<file path="config.mk">
export PLATFORM = sky130hd
export DESIGN_NAME = alternating_sweep_disk_scheduler
export DESIGN_NICKNAME = d
export VERILOG_FILES = /design/src/rtl/asds_pkg.sv /design/src/rtl/alternating_sweep_disk_scheduler.sv
export SDC_FILE = /design/constraint.sdc
export NUM_CORES = 2
export LEC_CHECK = 0
export BUFFER_PORTS_ARGS = -buffer_cell sky130_fd_sc_hd__buf_2
export CORE_AREA = 3 3 540 542
export DETAILED_ROUTE_END_ITERATION = 10
export DIE_AREA = 0 0 543 545
export PLACE_DENSITY = 0.63
export SYNTH_ARGS = -nofsm -noshare
export SYNTH_HDL_FRONTEND = slang
export SYNTH_SLANG_ARGS = --single-unit
</file>
<file path="constraint.sdc">
create_clock -name clk -period 12.6 [get_ports clk]
set_input_delay 1.26 -clock clk [delete_from_list [all_inputs] [get_ports clk]]
set_output_delay 1.26 -clock clk [all_outputs]
set_load 0.03 [all_outputs]
</file>
<file path="src/rtl/asds_pkg.sv">
// ----------------------------------------------------------------------------
// asds_pkg
// Shared constants, status codes and the result record of the scheduler.
// ----------------------------------------------------------------------------
`default_nettype none

package asds_pkg;

  localparam int QUEUE_DEPTH = 64;
  localparam int AW          = $clog2(QUEUE_DEPTH);
  localparam int CW          = $clog2(QUEUE_DEPTH + 1);

  localparam int LOC_W  = 30;
  localparam int PID_W  = 16;
  localparam int TIME_W = 32;
  localparam int SVC_W  = 8;
  localparam int KEY_W  = LOC_W + PID_W;
  localparam int DATA_W = 80;

  localparam logic [SVC_W-1:0] SERVICE_TIME_RESET = 8'd5;

  localparam logic       REQ_ADD     = 1'b0;
  localparam logic       REQ_SERVICE = 1'b1;

  localparam logic [1:0] ST_SERVED  = 2'd0;
  localparam logic [1:0] ST_DROPPED = 2'd1;
  localparam logic [1:0] ST_EMPTY   = 2'd2;

  typedef struct packed {
    logic [1:0]        status;
    logic [PID_W-1:0]  pid;
    logic [LOC_W-1:0]  loc;
    logic [TIME_W-1:0] done_time;
    logic              last;
  } res_t;

endpackage

`default_nettype wire

</file>
<file path="src/rtl/alternating_sweep_disk_scheduler.sv">
// Flow: an add beat is written straight into the request memory and gives no result;
//   a dropped add or an empty sweep goes through res_r into out_r, held in S_EMIT
//   while the output is busy. Each served request costs a full scan of the queue
//   through the one read port; in_tready stays low until the last result is in out_r.
// Reset (rst_n low, synchronous): queue empty, first sweep ascending, clock 0,
//   service time 5, output empty. The request memory is not cleared.
// ----------------------------------------------------------------------------
// alternating_sweep_disk_scheduler
// Elevator disk scheduler: queues requests in a memory and drains them in
// sweeps that alternate between ascending and descending location order.
// ----------------------------------------------------------------------------
`default_nettype none

module alternating_sweep_disk_scheduler
  import asds_pkg::*;
(
  input  wire               clk,
  input  wire               rst_n,
  // input stream
  input  wire               in_tvalid,
  output logic              in_tready,
  input  wire [DATA_W-1:0]  in_tdata,   // location[29:0], proc_id[45:30], now[77:46]
  input  wire               in_tuser,   // req_type
  // result stream
  output logic              out_tvalid,
  input  wire               out_tready,
  output logic [DATA_W-1:0] out_tdata,  // proc_id_out[15:0], location_out[45:16],
                                        // done_time[77:46]
  output logic [1:0]        out_tuser,  // status
  output logic              out_tlast,  // last
  // configuration
  input  wire               cfg_we,
  input  wire [SVC_W-1:0]   cfg_wdata   // service_time
);

  // Sequencer states
  localparam logic [1:0] S_IDLE = 2'd0;  // take beats
  localparam logic [1:0] S_SCAN = 2'd1;  // stream the queue through the compare
  localparam logic [1:0] S_MOVE = 2'd2;  // last entry arrives, fill the hole
  localparam logic [1:0] S_EMIT = 2'd3;  // hand the result to the output stage

  // Request memory: word = {location, proc_id}, so the word itself is the sort key
  logic [KEY_W-1:0] mem [QUEUE_DEPTH];
  logic             mem_re;
  logic [AW-1:0]    mem_raddr;
  logic [KEY_W-1:0] rd_data_r;
  logic             mem_we;
  logic [AW-1:0]    mem_waddr;
  logic [KEY_W-1:0] mem_wdata;

  logic [1:0]        state_r,   state_nxt;
  logic [CW-1:0]     count_r,   count_nxt;
  logic              desc_r,    desc_nxt;
  logic [TIME_W-1:0] clk_r,     clk_nxt;
  logic [SVC_W-1:0]  svc_r;
  logic [CW-1:0]     iss_r,     iss_nxt;     // next scan read address
  logic              rv_r,      rv_nxt;      // a scan read is returning
  logic [AW-1:0]     cmp_idx_r, cmp_idx_nxt; // index of the returning read
  logic [AW-1:0]     best_idx_r, best_idx_nxt;
  logic [KEY_W-1:0]  best_key_r, best_key_nxt;
  res_t              res_r,     res_nxt;     // result waiting for the output stage
  res_t              out_r,     out_nxt;
  logic              out_valid_r, out_valid_nxt;

  logic [LOC_W-1:0]  in_loc;
  logic [PID_W-1:0]  in_pid;
  logic [TIME_W-1:0] in_now;
  logic [CW-1:0]     last_idx;
  logic [TIME_W:0]   sum;
  logic [TIME_W-1:0] clk_raised;
  logic              better;
  logic              out_free;

  assign in_loc = in_tdata[LOC_W-1:0];
  assign in_pid = in_tdata[LOC_W+PID_W-1:LOC_W];
  assign in_now = in_tdata[LOC_W+PID_W+TIME_W-1:LOC_W+PID_W];

  assign last_idx   = count_r - CW'(1);
  assign sum        = {1'b0, clk_r} + {{(TIME_W+1-SVC_W){1'b0}}, svc_r};
  assign clk_raised = (in_now > clk_r) ? in_now : clk_r;
  assign better     = desc_r ? (rd_data_r > best_key_r) : (rd_data_r < best_key_r);
  assign out_free   = !out_valid_r || out_tready;

  assign in_tready  = (state_r == S_IDLE);
  assign out_tvalid = out_valid_r;
  assign out_tuser  = out_r.status;
  assign out_tlast  = out_r.last;
  assign out_tdata  = {{(DATA_W-TIME_W-LOC_W-PID_W){1'b0}},
                       out_r.done_time, out_r.loc, out_r.pid};

  // Memory: one write port, one registered read port
  always_ff @(posedge clk) begin
    if (mem_we) begin
      mem[mem_waddr] <= mem_wdata;
    end
    if (mem_re) begin
      rd_data_r <= mem[mem_raddr];
    end
  end

  always_comb begin
    state_nxt     = state_r;
    count_nxt     = count_r;
    desc_nxt      = desc_r;
    clk_nxt       = clk_r;
    iss_nxt       = iss_r;
    rv_nxt        = 1'b0;
    cmp_idx_nxt   = cmp_idx_r;
    best_idx_nxt  = best_idx_r;
    best_key_nxt  = best_key_r;
    res_nxt       = res_r;
    out_nxt       = out_r;
    out_valid_nxt = out_valid_r;
    mem_re        = 1'b0;
    mem_raddr     = iss_r[AW-1:0];
    mem_we        = 1'b0;
    mem_waddr     = count_r[AW-1:0];
    mem_wdata     = {in_loc, in_pid};

    // Output stage drains independently of the sequencer
    if (out_valid_r && out_tready) begin
      out_valid_nxt = 1'b0;
    end

    unique case (state_r)
      S_IDLE: begin
        if (in_tvalid) begin
          if (in_tuser == REQ_ADD) begin
            if (count_r != CW'(QUEUE_DEPTH)) begin
              // append at the tail
              mem_we    = 1'b1;
              count_nxt = count_r + CW'(1);
            end else begin
              // full: report the dropped request, clock untouched
              res_nxt   = '{status: ST_DROPPED, pid: in_pid, loc: in_loc,
                            done_time: clk_r, last: 1'b1};
              state_nxt = S_EMIT;
            end
          end else begin
            clk_nxt = clk_raised;
            if (count_r == '0) begin
              res_nxt   = '{status: ST_EMPTY, pid: '0, loc: '0,
                            done_time: clk_raised, last: 1'b1};
              desc_nxt  = !desc_r;
              state_nxt = S_EMIT;
            end else begin
              iss_nxt   = '0;
              state_nxt = S_SCAN;
            end
          end
        end
      end

      S_SCAN: begin
        // fold the returning entry into the running best
        if (rv_r && (cmp_idx_r == '0 || better)) begin
          best_idx_nxt = cmp_idx_r;
          best_key_nxt = rd_data_r;
        end
        if (iss_r < count_r) begin
          mem_re      = 1'b1;
          rv_nxt      = 1'b1;
          cmp_idx_nxt = iss_r[AW-1:0];
          iss_nxt     = iss_r + CW'(1);
        end else if (!rv_r) begin
          // scan done: fetch the tail entry to fill the hole
          mem_re    = 1'b1;
          mem_raddr = last_idx[AW-1:0];
          state_nxt = S_MOVE;
        end
      end

      S_MOVE: begin
        mem_we    = 1'b1;
        mem_waddr = best_idx_r;
        mem_wdata = rd_data_r;
        count_nxt = last_idx;
        clk_nxt   = sum[TIME_W] ? {TIME_W{1'b1}} : sum[TIME_W-1:0];
        res_nxt   = '{status: ST_SERVED,
                      pid: best_key_r[PID_W-1:0],
                      loc: best_key_r[KEY_W-1:PID_W],
                      done_time: clk_nxt,
                      last: (last_idx == '0)};
        if (last_idx == '0) begin
          desc_nxt = !desc_r;
        end
        state_nxt = S_EMIT;
      end

      S_EMIT: begin
        // hold until the output register frees up
        if (out_free) begin
          out_nxt       = res_r;
          out_valid_nxt = 1'b1;
          if (res_r.last) begin
            state_nxt = S_IDLE;
          end else begin
            iss_nxt   = '0;
            state_nxt = S_SCAN;
          end
        end
      end

      default: begin
        state_nxt = S_IDLE;
      end
    endcase
  end

  always_ff @(posedge clk) begin
    if (!rst_n) begin
      state_r     <= S_IDLE;
      count_r     <= '0;
      desc_r      <= 1'b0;
      clk_r       <= '0;
      svc_r       <= SERVICE_TIME_RESET;
      rv_r        <= 1'b0;
      out_valid_r <= 1'b0;
    end else begin
      state_r     <= state_nxt;
      count_r     <= count_nxt;
      desc_r      <= desc_nxt;
      clk_r       <= clk_nxt;
      rv_r        <= rv_nxt;
      out_valid_r <= out_valid_nxt;
      if (cfg_we) begin
        svc_r <= cfg_wdata;
      end
    end
  end

  // Payload registers, no reset
  always_ff @(posedge clk) begin
    iss_r      <= iss_nxt;
    cmp_idx_r  <= cmp_idx_nxt;
    best_idx_r <= best_idx_nxt;
    best_key_r <= best_key_nxt;
    res_r      <= res_nxt;
    out_r      <= out_nxt;
  end

endmodule

`default_nettype wire

</file>
# Yosys cells after proc, flatten, opt, wreduce, memory -nomap -nowiden
# Memory sizes are Yosys's and may differ from the RTL's. A register that Yosys moved wholly into a read port is not among the register bits.
# Index checks and enable logic that the tools add are counted.
# Widths: inputs -> output; s select.
[classes] add_sub_neg=4 n_lt_le_gt_ge=4 eq_ne=18 muxes=54 n_reduce_logical=22
[ops] op="$mux 81" count=4
[ops] op="$pmux 81 s2" count=1
[ops] op="$mux 32" count=4
[ops] op="$pmux 32 s2" count=1
[ops] op="$mux 7" count=9
[ops] op="$gt 46x46->1" count=1
[ops] op="$lt 46x46->1" count=1
[ops] op="$mux 46" count=1
[ops] op="$add 32x8->33" count=1
[ops] op="$gt 32x32->1" count=1
[ops] op="$mux 6" count=4
[ops] op="$pmux 7 s3" count=1
[ops] op="$mux 1" count=18
[ops] op="$ne 2x2->1 const B" count=9
[ops] op="$add 7x1->7 const B" count=2
[ops] op="$logic_not 7->1" count=2
[ops] op="$mux 2" count=7
[ops] op="$pmux 7 s2" count=1
[ops] op="$reduce_and 5->1" count=2
[ops] op="$pmux 2 s4" count=1
[ops] op="$reduce_and 2->1" count=4
[ops] op="$reduce_and 4->1" count=2
[ops] op="$lt 7x7->1" count=1
[ops] op="$ne 7x7->1 const B" count=1
[ops] op="16 further kinds" count=23
[word_totals] regBits=279 ram_bits=2944 input_bits=94 out_inout_bits=85 word_cells=124 memories=1
[memory_table] name="mem" words=64 width=46 read_ports=1 rd_ports_with_merged_regs=1 wr=1 line_no="alternating_sweep_disk_scheduler.sv:43" text="logic [KEY_W-1:0] mem [QUEUE_DEPTH];"

# Depth between registers and ports, before layout
[logic_depth] word_depth=7 depth_mapped=18 depth_no_buf=13

# Worst setup path after synthesis
# OpenSTA, ideal clock, no wires.
[synth_timing] path_kind="input to register" start="in in_tuser" end="reg res_r[0] (netlist bit) (enable)" setup_ps=632 arrival_time_ps=7473 t_required_ps=11968 slack_ps=4495 stages=4 path_buffers=1 path_cell_list="buf_1 xor2_1 nand3_1 o21ai_0"
[synth_between] elab_chain_cells=2 elab_cells_between_ends=3 classes_between="eq/ne (2); reduce/logical (1)"
[synth_rtl] element="start, declared" line_no="alternating_sweep_disk_scheduler.sv:23" text="input wire in_tuser,"
[synth_rtl] element="$ne 3x2->1 (no source line) / $ne 3x3->1 (equally long branches)"
[synth_rtl] element="$reduce_and 4->1 (no source line) (*)"
[synth_rtl] element="end signal, assigned" line_no="alternating_sweep_disk_scheduler.sv:238" text="res_r <= res_nxt;"
[synth_rtl] element="end, declared" line_no="alternating_sweep_disk_scheduler.sv:61" text="res_t res_r, res_nxt;"
# Mark *: on every way between the ends. The rest lies on a longest branch, timed or not.
# A chain may end at the register's enable or synchronous reset.

# Worst setup path after layout
[layout_timing] start="reg count_r[3]" end="reg rd_data_r[29], read port of mem, data pin"
[layout_between] elab_chain_cells=4 elab_cells_between_ends=7 classes_between="add/sub (1); order compare (1); mux (5)"
[layout_rtl] element="start, declared" line_no="alternating_sweep_disk_scheduler.sv:52" text="logic [CW-1:0] count_r, count_nxt;"
[layout_rtl] element="start signal, assigned" line_no="alternating_sweep_disk_scheduler.sv:221" text="count_r <= count_nxt;"
[layout_rtl] element="$sub 7x1->7" line_no="alternating_sweep_disk_scheduler.sv:78" text="assign last_idx = count_r - CW'(1);"
[layout_rtl] element="$mux 6" line_no="alternating_sweep_disk_scheduler.sv:165" text="end else if (!rv_r) begin"
[layout_rtl] element="$mux 6" line_no="alternating_sweep_disk_scheduler.sv:160" text="if (iss_r < count_r) begin"
[layout_rtl] element="$mux 6" line_no="alternating_sweep_disk_scheduler.sv:125" text="unique case (state_r)"
[layout_rtl] element="end, declared" line_no="alternating_sweep_disk_scheduler.sv:46" text="logic [KEY_W-1:0] rd_data_r;"
# Several ways; a longest one is shown, not always the timed one.

==> flow_metrics.env <==
export IMPL_cts_max_path_buffers=4
export IMPL_die_height_um=545
export IMPL_finalInstanceArea_um2=148000
export IMPL_maxSlewViolCount=0
export IMPL_ys_types=68
export IMPL_cts_root_buf="clkbuf_16"
export IMPL_grt_overflow=0
export IMPL_final_antenna_net_count=0
export IMPL_status="complete, no violations"
export IMPL_place_congestion=0.860
export IMPL_wl_um=382000
export IMPL_path_clk_slew_ns=0.06
export IMPL_drc_errors=0
export IMPL_final_cell_mix="edfxtp_1, nand2_1, nand3_1"
export IMPL_synth_edf_count=3217
export IMPL_cp_required_ns=13.27
export IMPL_nets=10100
export IMPL_grt_max_degree=182
export IMPL_worstSetupPathType="reg2reg"
export IMPL_grt_pass1_wl_um=548000
export IMPL_fin_crit_ns=6.53
export IMPL_maxSlewHeadroom_pct=10.8
export IMPL_mostFrequentLayoutCell="edfxtp_1"
export IMPL_dr_pass1_iters=6
export IMPL_power_density_nw_per_um2=261
export IMPL_ys_warn_count=0
export IMPL_syn_cell_area_um2=132000
export IMPL_skew_ns=0.0914
export IMPL_cts_setup_buffers=0
export IMPL_io_pins=179
export IMPL_ys_ff_latch=3269
export IMPL_hold_violations=0
export IMPL_total_power_w=0.0386
export IMPL_syn_avg_cell_area_um2=13.4
export IMPL_numPortBuffers=174
export IMPL_vias_per_cell=5.97
export IMPL_irDropWorstVdd_v=0.000290
export IMPL_dieArea_um2=296000
export IMPL_tritoncts="yes"
export IMPL_fin_util_pct=51.5
export IMPL_clk_latency_ns=1.00
export IMPL_synthFlopType="edfxtp_1"
export IMPL_drive_above_1_share_pct=10.2
export IMPL_ys_seq_area_share_pct=74.1
export IMPL_endpoint_kind="flop"
export IMPL_p_leak_nw=51.3
export IMPL_clock_fmax_ghz=0.153
export IMPL_finalCritPeriodShare_pct=51.8
export IMPL_hold_buffers=0
export IMPL_vias=83400
export IMPL_worst_pin_slew_ns=1.34
export IMPL_die_x_um=543
export IMPL_arrival_ns=7.20
export IMPL_finalSetupViolCount=0
export IMPL_cts_sinks=3269
export IMPL_rsz0062_at_grt="false"
export IMPL_start_util_pct=45.9
export IMPL_cts_buffers=348
export IMPL_track_usage_pct=25.3
export IMPL_cp_max_fo=82
export IMPL_grt_pass1_vias=79500
export IMPL_syn2layout_area_growth_pct=12.3
export IMPL_synthCells=9807
export IMPL_async_flop_share_pct=0
export IMPL_fp_row_count=197
export IMPL_fin_ws_ns=6.07
export IMPL_dpl_hpwl_um=204000
export IMPL_critPathLaunchType="flop"
export IMPL_cts_htree_levels=5
export IMPL_drt_iter0_markers=10000
export IMPL_min_path_type="reg2reg"
export IMPL_place_area_um2=137000
export IMPL_avgRoutedWirePerCell_um=27.3
export IMPL_maxCapViolCount=0
export IMPL_coreArea_um2=287000
export IMPL_setup_tns_final_ns=0
export IMPL_pre_cts_slack_ns=6.22
export IMPL_cts_repair_resized=0
export IMPL_antenna_found_initial=15
worst max-delay path, stage by stage (launching register included):
cell      delay [ns]
dfxtp_1         0.55
clkinv_1        0.36
ha_1            0.40
nand4_1         0.10
nor2_1          0.14
a211o_1         0.50
nand3_1         0.42
nand2_8         0.73
buf_4           0.84
buf_4           0.78
nand3_1         0.15
a32oi_1         0.33
nand3_1         0.13
mux2i_1         0.53
o211ai_1        0.14
final cells by class:
class | count | area (um2)
Antenna cell | 9 | 22.5
Multi-Input combinational cell | 5830 | 31700
Sequential cell | 3269 | 97600
Clock inverter | 197 | 1900
Inverter | 102 | 385
Timing Repair Buffer | 369 | 2510
Tap cell | 3781 | 4730
Clock buffer | 410 | 9070
Fill cell | 23600 | 139000
per-layer routing:
| metal | vias to the layer above | GRT usage, % | routed length (um) | share of wire (%) |
|---|---|---|---|---|
| met5 | - | 0 | 61 | 0.016 |
| met4 | 10 | 9.08 | 14000 | 3.7 |
| met3 | 764 | 5.75 | 39400 | 10 |
| met2 | 4189 | 39.9 | 176000 | 46 |
| met1 | 42000 | 34.5 | 153000 | 40 |
| li1 | 36400 | - | - | - |
power by group:
group          internal, W  switching, W  total, W
clock              0.00585       0.00410   0.00996
sequential          0.0136      0.000343    0.0139
combinational      0.00403        0.0106    0.0147
total               0.0235        0.0151    0.0386
per-stage QoR:
stage	std cells	hold WS [ns]
after floorplan	9808	0.400
after global placement	13400	0.401
after detailed placement	13400	0.405
after CTS	14000	0.379
after global routing	14000	0.400
final	14000	0.399
synth_stat cells, types with 47 or more instances:
| cell type | instances | area share, % |
|---|---|---|
| edfxtp_1 | 3217 | 73 |
| nand2_1 | 2586 | 7.4 |
| nand3_1 | 1557 | 5.9 |
| mux2i_1 | 480 | 3.6 |
| buf_2 | 288 | 1.1 |
| clkbuf_1 | 226 | 0.64 |
| a32oi_1 | 170 | 1.1 |
| nor2_1 | 146 | 0.42 |
| ha_1 | 101 | 0.96 |
| inv_1 | 99 | 0.28 |
| a21oi_1 | 98 | 0.37 |
| a31oi_1 | 81 | 0.38 |
| o21ai_0 | 73 | 0.28 |
| and3_1 | 61 | 0.29 |
| o22ai_1 | 57 | 0.27 |
| buf_1 | 55 | 0.16 |
| dfxtp_1 | 52 | 0.79 |
| o211ai_1 | 47 | 0.27 |
final timing paths:
kind                                 start             to  slack (ns)  cells after the start
worst max register to register  count_r[3]  rd_data_r[29]        6.07                     14
worst max-delay path            count_r[3]  rd_data_r[29]        6.07                     14
worst min register to register   res_r[50]  out_tdata[33]        0.40                      0
worst min-delay path             res_r[50]  out_tdata[33]        0.40                      0
logic make-up after synthesis:
kind of cell	synth area share [%]
buffers and inverters	2.41
xor gates and xnor gates	0.213
AOI/OAI and AO/OA	3.97
DFF	74.1
and+or+nand+nor	14.6
other	0.00285
adders and majority gates	0.974
muxes	3.79
registers in the layout, indices dropped and copies added (netlist names):
register / flops
svc_r: 8
out_tuser: 2
count_r: 7
rd_data_r: 46
out_tdata: 78
clk_r: 32
best_key_r: 46
rv_r: 1
out_tvalid: 1
mem: 2944
best_idx_r: 6
cmp_idx_r: 6
desc_r: 1
out_tlast: 1
state_r: 2
iss_r: 7
res_r: 81
(Power assumes the default switching activity.)
